`config.mk`:
```
export PLATFORM = sky130hd
export DESIGN_NAME = smm_ram
export DESIGN_NICKNAME = d
export VERILOG_FILES = /design/src/design/smm_ram.sv
export SDC_FILE = /design/constraint.sdc
export NUM_CORES = 2
export LEC_CHECK = 0
export BUFFER_PORTS_ARGS = -buffer_cell sky130_fd_sc_hd__buf_4
export CAP_MARGIN = 20
export CORE_MARGIN = 2
export CORE_UTILIZATION = 54
export DETAILED_ROUTE_END_ITERATION = 10
export PLACE_DENSITY = 0.68
export SLEW_MARGIN = 20
export SYNTH_ARGS = -nofsm -noshare
export SYNTH_HDL_FRONTEND = slang
export SYNTH_SLANG_ARGS = --single-unit
export TNS_END_PERCENT = 30
```
`constraint.sdc`:
```
create_clock -name clk -period 4.75 [get_ports clk]
set_clock_uncertainty 0.1 [all_clocks]
set_input_delay 0.2375 -clock clk [delete_from_list [all_inputs] [get_ports clk]]
set_output_delay 0.2375 -clock clk [all_outputs]
set_load 0.005 [all_outputs]
```
`src/design/smm_ram.sv`:
```
// single-port-write, single-port-read synchronous memory with registered read data
module smm_ram #(
  parameter int DEPTH  = 64,
  parameter int ADDR_W = 6,
  parameter int DATA_W = 32
) (
  input  logic              clk,
  input  logic              we,
  input  logic [ADDR_W-1:0] waddr,
  input  logic [DATA_W-1:0] wdata,
  input  logic              re,
  input  logic [ADDR_W-1:0] raddr,
  output logic [DATA_W-1:0] rdata
);

  logic [DATA_W-1:0] mem [DEPTH];
  logic [DATA_W-1:0] rdata_r;

  always_ff @(posedge clk) begin
    if (we) begin
      mem[waddr] <= wdata;
    end
  end

  always_ff @(posedge clk) begin
    if (re) begin
      rdata_r <= mem[raddr];
    end
  end

  assign rdata = rdata_r;

endmodule

```
[Yosys cells after proc, flatten, opt, wreduce, memory -nomap -nowiden]
Memories as Yosys holds them, arrays and structs flattened. A register that Yosys moved wholly into a read port is not among the register bits.
Cells that the tools add are included.
Word-level totals
  register bits after elaboration: 0
  word-level logic and storage cells: 3
  memory bits (writable): 2048
  input port bits: 47
  memories: 1
Memory list
  mem: words 64, width 32, read ports 1, clocked after Yosys merged registers in 1, wr ports 1, line 16  | logic [DATA_W-1:0] mem [DEPTH];
Cells by class
  multiplexer cells: 2
Operator list (number)
  $mux 1: 2

[Logic depth before layout (Yosys ltp)]
  word-level depth: 2
  gate-level depth with buffers: 10
  gate-level depth less buffers: 5

[Least setup slack after synthesis]
No wires, ideal clock.
  path kind: in2reg
  from: in waddr[3]
  to: mem mem[48][0] (enable)
  required time: 4189 ps
  data arrival time: 2936 ps
  path slack: 1253 ps
  stages on the path: 4
  path through: clkbuf_1 -> nor2b_1 -> nand4b_1 -> nor3_1
RTL lines
  start, declared: line 9  | input logic [ADDR_W-1:0] waddr,
  end, declared: line 16
No word-level cell before the write port.

[Worst setup path in the final report]
  from: in waddr[1]
  to: mem mem[63][31] (enable)
No word-level cell before the write port.

==> reports/summary.txt <==
cell-internal power: 30.1 mW
worst r2r path cells: 5
maximum vdd ir drop: 0.420 mV
multi-input logic area: 16000 µm²
clk sinks: 2080
top cell type's share of synthesized area: 79.2%
CP Data Required Time: 5180 ps
Yosys cell types: 33
Combinational Power Share: 5.0%
largest net degree at the start of global routing: 85
Seq/Total Area, Yosys: 79.2%
Root Driver: clkbuf_16
outcome: finished, final reports clean
crit path max fanout: 19
Seq pwr share: 53.5%
Mapped Cells: 3324
gpl congestion: 0.814
DRT Wirelength: 205 mm
min cycle time layout: 3030 ps
most frequent cells in the layout: 2080 x edfxtp_1, 544 x mux4_2, 201 x clkbuf_16, 193 x buf_4, 93 x mux2i_1
syn_nets: 3371
Clk pin slew, worst setup/hold paths: 60 ps
leakage power figure: 27.9 nW
origin of the worst setup path: waddr[1]
CTS tree: done
Fin Setup TNS: 0 ps
CTS buffer count: 200
Layout area overhead: 13.7%
Die Area: 149000 µm²
Worst setup SP type: primary input
Clock Tree Buf Depth: 3
M1 wire length: 77.4 mm
clk_lat worst skew: 840 ps
final setup fails: 0
H-tree Lvls: 4
Sw Share: 21.1%
unrepaired setup endpoints after global routing: false
Worst slew margin: 23.7%
Final #Nets: 3643
vias in the first global route: 38600
FF-to-FF End: rdata[8]$_DFFE_PP_
total power: 38.2 mW
top sig layer: met5
initial drt markers: 5527
CP Class: primary input to register
reg2reg start: mem[5][8]$_DFFE_PP_
post-route ant nets: 0
pwr/cell area: 426 nW/µm²
Chip Height: 386 µm
Port-buffer cells: 78
final instance area: 89600 µm²
Tcrit/Tclk final: 63.7%
Post-CTS Setup Inserts: 0
most common cell after layout, fill and taps aside: edfxtp_1
first-pass iteration count of the detailed router: 6
Avg WL per Cell: 36.0 µm
core area: 145000 µm²
cts repair resizes: 0
global-route wire length before repair: 288 mm
upper clock frequency limit: 330 MHz
antenna violations before repair: 10
Overall Global Routing Usage: 27.9%
via/cell ratio: 6.74
leading area contributor after synthesis: edfxtp_1
Starting Density: 54.3%
met2 wire len: 99.7 mm
via count: 38300
NetSw: 8.05 mW
Synth Register Bits: 2080
Max-Cap Viols: 0
register area: 62500 µm²
Async SR Flop Fraction: 0%
fillers: 9462
Max Slew Vio Count: 0
Core Rows: 140
drt drc: 0
HPWL after DPL: 118 mm
final hold viol count: 0
layout cells sized above 1: 29.6%
Die Wd: 386 µm
Mean Syn Cell Area: 23.7 µm²
Area after DPL: 82700 µm²
I/O pins: 79
Synth area leaders: edfxtp_1 79%, mux4_2 16%, mux2i_1 1.2%, o22ai_1 0.67%, nor2_1 0.65%
Cell Area, Synth: 78800 µm²
CP endpoint kind: register
synth warn: 0
Final Core Density: 61.7%
worst slew pin tran: 1140 ps
min-delay worst type: primary input to register
Routed met3 length: 21.3 mm
Worst EP arrival: 3450 ps
Primary FF master, synth: edfxtp_1
clock group share of total power: 41.5%
R2R setup slack: 2260 ps
Post-synth EDFFs: 2080
grt ovf: 0
critical path endpoint: mem[63][31]$_DFFE_PP_
==> per-layer routing <==
layer,global-route usage [%],vias up
met5,0,-
met4,8.63,6
met3,5.62,356
met2,44.3,2396
met1,39.8,20700
li1,-,14900
==> per-stage QoR <==
step | setup WS (ps) | hold WS [ps] | std cells
6_report | 1720 | 167 | 5685
5_1_grt | 1680 | 181 | 5682
4_1_cts | 1840 | 76.7 | 5681
3_5_place_dp | 1060 | 548 | 5274
3_3_place_gp | 1060 | 554 | 5271
2_1_floorplan | 1250 | 236 | 3324
==> registers in the layout (all words and copies together), names as in the netlist <==
name	cells
rdata	32
mem	2048
==> how the worst min path moves through the flow <==
stage	endpoint	startpoint	cells after the start	slack (ps)
2_1_floorplan	mem[0][0]$_DFFE_PP_	wdata[0]	0	240
3_3_place_gp	rdata[13]	rdata[13]$_DFFE_PP_	1	550
3_5_place_dp	rdata[13]	rdata[13]$_DFFE_PP_	1	550
4_1_cts	rdata[17]$_DFFE_PP_	raddr[3]	4	80
5_1_grt	rdata[20]$_DFFE_PP_	raddr[3]	4	180
6_report	rdata[17]$_DFFE_PP_	raddr[3]	4	170
==> layout make-up <==
| class | instances | area share, % |
|---|---|---|
| sequential | 2080 | 69.7 |
| multi-input combinational | 1062 | 17.8 |
| clock buffer | 233 | 5.75 |
| tap | 1917 | 2.68 |
| timing repair buffer | 252 | 2.51 |
| clock inverter | 137 | 1.54 |
| antenna | 4 | 0.0112 |
==> power by group through the flow <==
stage	clock, mW	combinational (mW)	sequential [mW]
global placement	0	1.81	20.8
floorplan	0	0.989	20.8
finish	15.9	1.90	20.4
detailed placement	0	1.86	20.8
global route	16.7	1.99	20.4
CTS	16.0	1.89	20.4
==> what timing repair did <==
action,in CTS,in global routing
setup endpoints to repair,0,0
hold endpoints to repair,2126,0
hold buffers,37,0
==> logic make-up (layout without fill, tap and decap cells) <==
family | Yosys count | after routing | synth area share [%]
other | 0 | 4 | 0
flip-flops | 2080 | 2080 | 79.2
buffers and inverters | 182 | 622 | 1.12
multiplexers | 637 | 637 | 16.7
AO/OA/AOI/OAI | 202 | 202 | 1.67
AND/OR/NAND/NOR | 223 | 223 | 1.26
==> Yosys cell counts (all sizes together) (7+ instances only) <==
master     n
a311oi     8
a22oi     12
mux2i     93
nor2     137
o22ai     84
buf      108
a21oi     62
nor2b     15
clkbuf    74
mux4     544
nand2b     8
nand2     26
o221ai    27
edfxtp  2080
nor3       7
==> worst max-delay path, stage by stage <==
cell and delay, ps:
dlygate4sd3_1 530, buf_4 230, nand4_1 820, nor2_4 1210, buf_4 380
Note: power is estimated with default switching activity, not from simulation.
