==> src/design/smm_pkg.sv <==
// shared types and constants of the square matrix multiply core
package smm_pkg;

  localparam int VAL_W       = 32;
  localparam int STATE_W     = 3;
  localparam int ORDER_W     = 4;
  localparam int IN_TDATA_W  = 40;
  localparam int OUT_TDATA_W = 40;

  localparam logic [ORDER_W-1:0] ORDER_RESET = 4'd8;

  localparam logic KIND_LOAD    = 1'b0;
  localparam logic KIND_COMPUTE = 1'b1;
  localparam logic MAT_LEFT     = 1'b0;
  localparam logic MAT_RIGHT    = 1'b1;

  // tags that travel with one multiply-accumulate step
  typedef struct packed {
    logic               first;
    logic               last_i;
    logic               last_el;
    logic [STATE_W-1:0] f;
    logic [STATE_W-1:0] t;
  } smm_tag_t;

endpackage

==> src/design/smm_mac.sv <==
// multiply, scale, accumulate and saturate datapath with result register
module smm_mac
  import smm_pkg::*;
#(
  parameter int MAX_ORDER = 8,
  parameter int FRAC_BITS = 24
) (
  input  logic               clk,
  input  logic               rst_n,
  input  logic               adv,
  input  logic               v1,
  input  smm_tag_t           tag1,
  input  logic [VAL_W-1:0]   a_data,
  input  logic [VAL_W-1:0]   b_data,
  output logic               res_valid,
  output logic [STATE_W-1:0] res_from,
  output logic [STATE_W-1:0] res_to,
  output logic [VAL_W-1:0]   res_value,
  output logic               res_sat,
  output logic               res_last,
  output logic               fin
);

  localparam int PROD_W = 2 * VAL_W;
  localparam int ACC_W  = PROD_W - FRAC_BITS + $clog2(MAX_ORDER) + 1;

  logic                     v2_r;
  smm_tag_t                 tag2_r;
  logic signed [PROD_W-1:0] prod_r;
  logic signed [PROD_W-1:0] prod_nxt;
  logic signed [PROD_W-1:0] shifted;
  logic signed [ACC_W-1:0]  scaled;
  logic signed [ACC_W-1:0]  acc_r;
  logic signed [ACC_W-1:0]  acc_nxt;
  logic                     ovf;
  logic [VAL_W-1:0]         clip;

  logic               out_valid_r;
  logic [STATE_W-1:0] out_from_r;
  logic [STATE_W-1:0] out_to_r;
  logic [VAL_W-1:0]   out_value_r;
  logic               out_sat_r;
  logic               out_last_r;

  assign prod_nxt = PROD_W'($signed(a_data)) * PROD_W'($signed(b_data));

  // arithmetic shift rounds toward minus infinity
  assign shifted = prod_r >>> FRAC_BITS;
  assign scaled  = ACC_W'(shifted);
  assign acc_nxt = (tag2_r.first ? ACC_W'(0) : acc_r) + scaled;

  // out of range when the bits above the 32-bit sign are not all copies of it
  assign ovf  = !((&acc_nxt[ACC_W-1:VAL_W-1]) || !(|acc_nxt[ACC_W-1:VAL_W-1]));
  assign clip = acc_nxt[ACC_W-1] ? {1'b1, {(VAL_W-1){1'b0}}} : {1'b0, {(VAL_W-1){1'b1}}};

  always_ff @(posedge clk) begin
    if (!rst_n) begin
      v2_r <= 1'b0;
    end else if (adv) begin
      v2_r <= v1;
    end
  end

  always_ff @(posedge clk) begin
    if (adv) begin
      tag2_r <= tag1;
      prod_r <= prod_nxt;
      if (v2_r) begin
        acc_r <= acc_nxt;
      end
    end
  end

  always_ff @(posedge clk) begin
    if (!rst_n) begin
      out_valid_r <= 1'b0;
    end else if (adv) begin
      out_valid_r <= v2_r && tag2_r.last_i;
    end
  end

  always_ff @(posedge clk) begin
    if (adv && v2_r && tag2_r.last_i) begin
      out_from_r  <= tag2_r.f;
      out_to_r    <= tag2_r.t;
      out_value_r <= ovf ? clip : acc_nxt[VAL_W-1:0];
      out_sat_r   <= ovf;
      out_last_r  <= tag2_r.last_el;
    end
  end

  assign fin       = adv && v2_r && tag2_r.last_el;
  assign res_valid = out_valid_r;
  assign res_from  = out_from_r;
  assign res_to    = out_to_r;
  assign res_value = out_value_r;
  assign res_sat   = out_sat_r;
  assign res_last  = out_last_r;

endmodule

==> config.mk <==
export PLATFORM = sky130hd
export DESIGN_NAME = smm_mac
export DESIGN_NICKNAME = d
export VERILOG_FILES = /design/src/design/smm_pkg.sv /design/src/design/smm_mac.sv
export SDC_FILE = /design/constraint.sdc
export NUM_CORES = 2
export LEC_CHECK = 0
export BUFFER_PORTS_ARGS = -buffer_cell sky130_fd_sc_hd__buf_2
export CAP_MARGIN = 20
export CORE_MARGIN = 3
export CORE_UTILIZATION = 46
export CTS_BUF_LIST = sky130_fd_sc_hd__clkbuf_2
export DETAILED_ROUTE_END_ITERATION = 6
export PLACE_DENSITY = 0.69
export SETUP_SLACK_MARGIN = 0.02
export SYNTH_ARGS = -nofsm -noshare
export SYNTH_HDL_FRONTEND = slang
export SYNTH_SLANG_ARGS = --single-unit
export TNS_END_PERCENT = 5
==> constraint.sdc <==
create_clock -name clk -period 10.89 [get_ports clk]
set_clock_uncertainty 0.1 [all_clocks]
set_input_delay 1.089 -clock clk [delete_from_list [all_inputs] [get_ports clk]]
set_output_delay 1.089 -clock clk [all_outputs]
set_load 0.01 [all_outputs]
* After elaboration in Yosys (flattened, before gate mapping) *
Cells that the tools add are included.

word-level totals
  bits in registers = 159
  input bits = 77
  output and inout bits = 42

operators by class
  add/sub/neg operators = 1
  multiply operators = 1
  multiplexer cells = 3
  reductions and logical operators = 10

operator list
  cell                          number
  multiplier 32 x 32 -> 64 bit  1
  2-to-1 mux 32 bit             2
  adder 44 x 40 -> 44 bit       1
  2-to-1 mux 44 bit             1
  AND reduction 13 bit          1
  OR reduction 13 bit           1
  logical AND 1 bit             4
  logical NOT 1 bit             2
  AND reduction 2 bit           1
  logical OR 1 bit              1

* Logic depth before layout (Yosys ltp) *
  word-level depth = 6
  depth in mapped cells = 29
  depth with buffers taken out = 28

* Worst setup path after synthesis *
No wires, ideal clock.

  path type = input to register
  start = input port a_data[31]
  end = register prod_r[57] (data pin)
  arrival time = 8.146 ns
  required time = 10.525 ns
  path slack = 2.379 ns
  cell stages on the path = 25
  cells stage by stage = clkbuf_1 > nand2_1 > inv_1 > fa_1 > inv_1 > fa_1 > inv_1 > fa_1 > fa_1 > inv_1 > fa_1 > inv_1 > fa_1 > fa_1 > fa_1 > ha_1 > a21o_1 > a21oi_1 > o21bai_1 > a21oi_1 > nor3b_1 > o211ai_1 > a31oi_1 > o21ai_0 > xor2_1

between the ends
  cells in the longest elaborated chain, start to end = 1

ends and longest elaborated chain
  element                       RTL line       text
  from (decl)                   smm_mac.sv:13  input logic [VAL_W-1:0] a_data,
  multiplier 32 x 32 -> 64 bit  smm_mac.sv:45  assign prod_nxt = PROD_W'($signed(a_data)) * PROD_W'($signed(b_data));
  named net prod_nxt[57]        smm_mac.sv:30  logic signed [PROD_W-1:0] prod_nxt;
  to (signal assigned)          smm_mac.sv:67  prod_r <= prod_nxt;
  to (decl)                     smm_mac.sv:29  logic signed [PROD_W-1:0] prod_r;

The timed path passes the listed nets, and every way through them passes these cells.
A chain may end at the register's enable or synchronous reset.

* Worst setup path in the final report *
  start = input port b_data[5]
  end = register prod_r[57] (data pin)

between the ends
  cells in the longest elaborated chain, start to end = 1

ends and longest elaborated chain
  element                       RTL line       text
  from (decl)                   smm_mac.sv:14  input logic [VAL_W-1:0] b_data,
  multiplier 32 x 32 -> 64 bit  smm_mac.sv:45
  named net prod_nxt[57]        smm_mac.sv:30

The timed path passes the listed nets, and every way through them passes these cells.

==> summary.md <==
| Metric | Value |
|---|---|
| Status | `completed` |
| Dpl hpwl | `91,000 µm` |
| Post-CTS Resized | `0` |
| Share of post-route cells with drive strength above 1 | `under 10%` |
| Total Routed Length | `around 110,000 µm` |
| Required @ worst endpoint | `11.28 ns` |
| Core area | `0.0922 mm²` |
| Achievable clock frequency | `111 MHz` |
| DR WL/cell | `approximately 20 µm` |
| Max clock buf depth | `2` |
| Hold path cells | `0` |
| Die H | `312 µm` |
| Sinks on Clock Net | `135` |
| Number of CTS-inserted buffers | `17` |
| Final Setup Violations | `0` |
| Synth cell types | `between 70 and 80` |
| Tmin final | `between 8 and 9 ns` |
| HP Class | `register to register` |
| RSZ-0062 raised after global routing | `no` |
| Vias post-DR | `between 20,000 and 30,000` |
| Reg2reg start | `tag2_r[8]` |
| First-pass GRT wire length | `183,000 µm` |
| Worst skew pair latency | `0.72 ns` |
| End point of the worst hold path | `res_from[0]` |
| Worst-margin pin slew | `approximately 1.1 ns` |
| Slew HR | `28.5%` |
| WS Path Type | `input pin to register` |
| Nets | `5,772` |
| Setup WS post-layout | `1.89 ns` |
| Total Die Area | `0.0974 mm²` |
| PortBufs | `between 100 and 150` |
| Pre-CTS setup slack | `1.21 ns` |
| Synth Instances | `4,453` |
| CP endpoint kind | `register` |
| DRT Pass-1 Iters | `5` |
| Syn-to-layout area delta | `3.92%` |
| WP data arrival | `around 9.4 ns` |
| Rows | `around 110` |
| Period utilization | `slightly above 80%` |
| # IOs | `119` |
| Synth Cell Area | `0.0431 mm²` |
| RR Endpoint | `res_value[0]` |
| Main synth FF type | `edfxtp_1` |
| Async SR Flop Fraction | `0%` |
| Starting Density | `46.7%` |
| Hold Fails Final Rpt | `0` |
| Ys Warns | `0` |
| Post-route ant nets | `0` |
| All-Layer GR Usage | `23.9%` |
| Pin count of the biggest net entering global routing | `55` |
| CTS tree | `done` |
| Clk pin slew, worst setup/hold paths | `around 0.23 ns` |
| Seq cells post-synth | `135` |
| Vias/cell | `5.28` |
| Filler instances | `8,637` |
| CP Max Fanout | `32` |
| GPL Wtd Cong | `approximately 0.96` |
| Initial antenna violation count | `10` |
| Total setup buffers inserted after CTS | `0` |
| Max-slew violation count | `0` |
| Iteration-0 DRC Markers | `2,254` |
| Number of global-route vias before repair | `32,300` |
| Die width | `312 µm` |
| Seq/Total Area, Yosys | `9.36%` |
| H-tree Lvls | `4` |
| HP Start | `tag2_r[3]` |
| Post-synthesis area per instance | `9.68 µm²` |
| MaxCap Viol Count | `0` |
| Grt total ovfl | `0` |
| Final hold slack | `0.335 ns` |
| Post-synth EDFFs | `133` |
| Root Buffer | `clkbuf_2` |
| # hold bufs at CTS | `0` |
| Synth Net Count | `5,835` |
| Remaining DRCs | `0` |
| FF-to-FF setup slack | `5.27 ns` |
| Setup_tns | `0 ns` |
| Startpoint types | `input pin` |
| Depth of the worst register-to-register path | `15` |
-- placed cells by master, fill, tap and decap left out, types with 6 or more instances in the layout --
cell type and n:
nand3_1 27, and4_1 6, clkbuf_2 17, nor3_1 43, nor2_1 42, and3_1 14, o21ai_0 44, nor4_1 9
xor2_1 27, xnor2_1 61, a31oi_1 13, buf_2 118, nor2b_1 75, ha_1 223, fa_1 1082, o21bai_1 18
buf_4 25, and2_1 522, inv_1 1032, nand4_1 26, diode_2 6, edfxtp_1 133, o21a_1 18, a211o_1 8
o211ai_1 13, nand2_1 531, a211oi_1 12, a21o_1 45, o22ai_1 13, nand2b_1 15, a21oi_1 100
-- cell usage after synthesis (12+ instances only) --
master	count	area [µm²]
a211oi_1	12	90.1
a21o_1	45	338
a21oi_1	100	500
a31oi_1	13	81.3
and2_1	523	3270
and3_1	15	93.8
clkbuf_1	209	785
edfxtp_1	133	3990
fa_1	1082	21700
ha_1	223	2790
inv_1	1032	3870
nand2_1	531	1990
nand2b_1	15	93.8
nand3_1	27	135
nand4_1	26	163
nor2_1	42	158
nor2b_1	75	469
nor3_1	43	215
o211ai_1	13	97.6
o21a_1	18	135
o21ai_0	44	220
o21bai_1	18	135
o22ai_1	13	81.3
xnor2_1	61	534
xor2_1	27	236
-- kinds of logic after synthesis --
| group | share of synthesized area, % |
|---|---|
| compound gates | 5.07 |
| xor+xnor | 1.79 |
| fa+ha+maj | 56.7 |
| buf+inv | 11.0 |
| flops | 9.36 |
| mux | 0.122 |
| simple gates | 15.9 |
-- worst max-delay path, cell delays in order --
cell and delay, ns:
buf_2 0.55, nand2_1 0.27, inv_1 0.15, fa_1 0.39, inv_1 0.21, fa_1 0.53
inv_1 0.17, fa_1 0.47, fa_1 0.93, inv_1 0.39, fa_1 0.58, inv_1 0.06
fa_1 0.56, fa_1 0.46, fa_1 0.47, ha_1 0.39, a21o_1 0.19, a21oi_1 0.18
o21bai_1 0.08, a21oi_1 0.19, nor3b_1 0.22, o211ai_1 0.17, a31oi_1 0.32, o21ai_0 0.17
xor2_1 0.17
-- registers in the layout, indices dropped and copies added, names as in the netlist --
name       flops
res_value     32
v2_r           1
res_sat        1
tag2_r         9
res_valid      1
res_last       1
res_from       3
prod_r        40
acc_r         44
res_to         3
-- layout make-up --
| cell class | count | area [µm²] | share of cell area (%) |
|---|---|---|---|
| multi-input cells | 3061 | 34300 | 76.6 |
| clock inverters | 15 | 140 | 0.313 |
| clock buffers | 17 | 85.1 | 0.190 |
| inverters | 1032 | 3870 | 8.65 |
| repair buffers | 143 | 778 | 1.74 |
| diodes | 6 | 15.0 | 0.0335 |
| flip-flops and latches | 135 | 4030 | 9.01 |
| well taps | 1243 | 1560 | 3.47 |
-- how the worst max path moves through the flow --
stage               start         end  slack (ns)  depth (start not counted)
2_1_floorplan  a_data[31]  prod_r[57]        2.38                         25
3_3_place_gp    b_data[5]  prod_r[57]        1.31                         25
3_5_place_dp    b_data[5]  prod_r[57]        1.21                         25
4_1_cts         b_data[5]  prod_r[63]        2.03                         26
5_1_grt         b_data[5]  prod_r[57]        1.46                         25
6_report        b_data[5]  prod_r[57]        1.89                         25
-- metal layers --
| layer | vias up | part of all wire (%) | GRT usage (%) |
|---|---|---|---|
| met3 | 143 | 10 | 6.39 |
| met5 | - | 0.029 | 0 |
| met2 | 1265 | 43 | 36.2 |
| met1 | 15400 | 44 | 35.2 |
| met4 | 6 | 1.9 | 4.25 |
| li1 | 13000 | - | - |
-- per-stage QoR --
step	cells	cell area [µm²]	utilization (%)
after global routing	5649	44800	48.6
after detailed placement	5614	44500	48.3
after floorplan	4453	43100	-
after global placement	5614	44500	48.3
after CTS	5646	44800	48.5
final	5652	44800	48.6
Power is not shown: default switching activity piles up to over one toggle a cycle in this logic, so the estimate is an artifact.
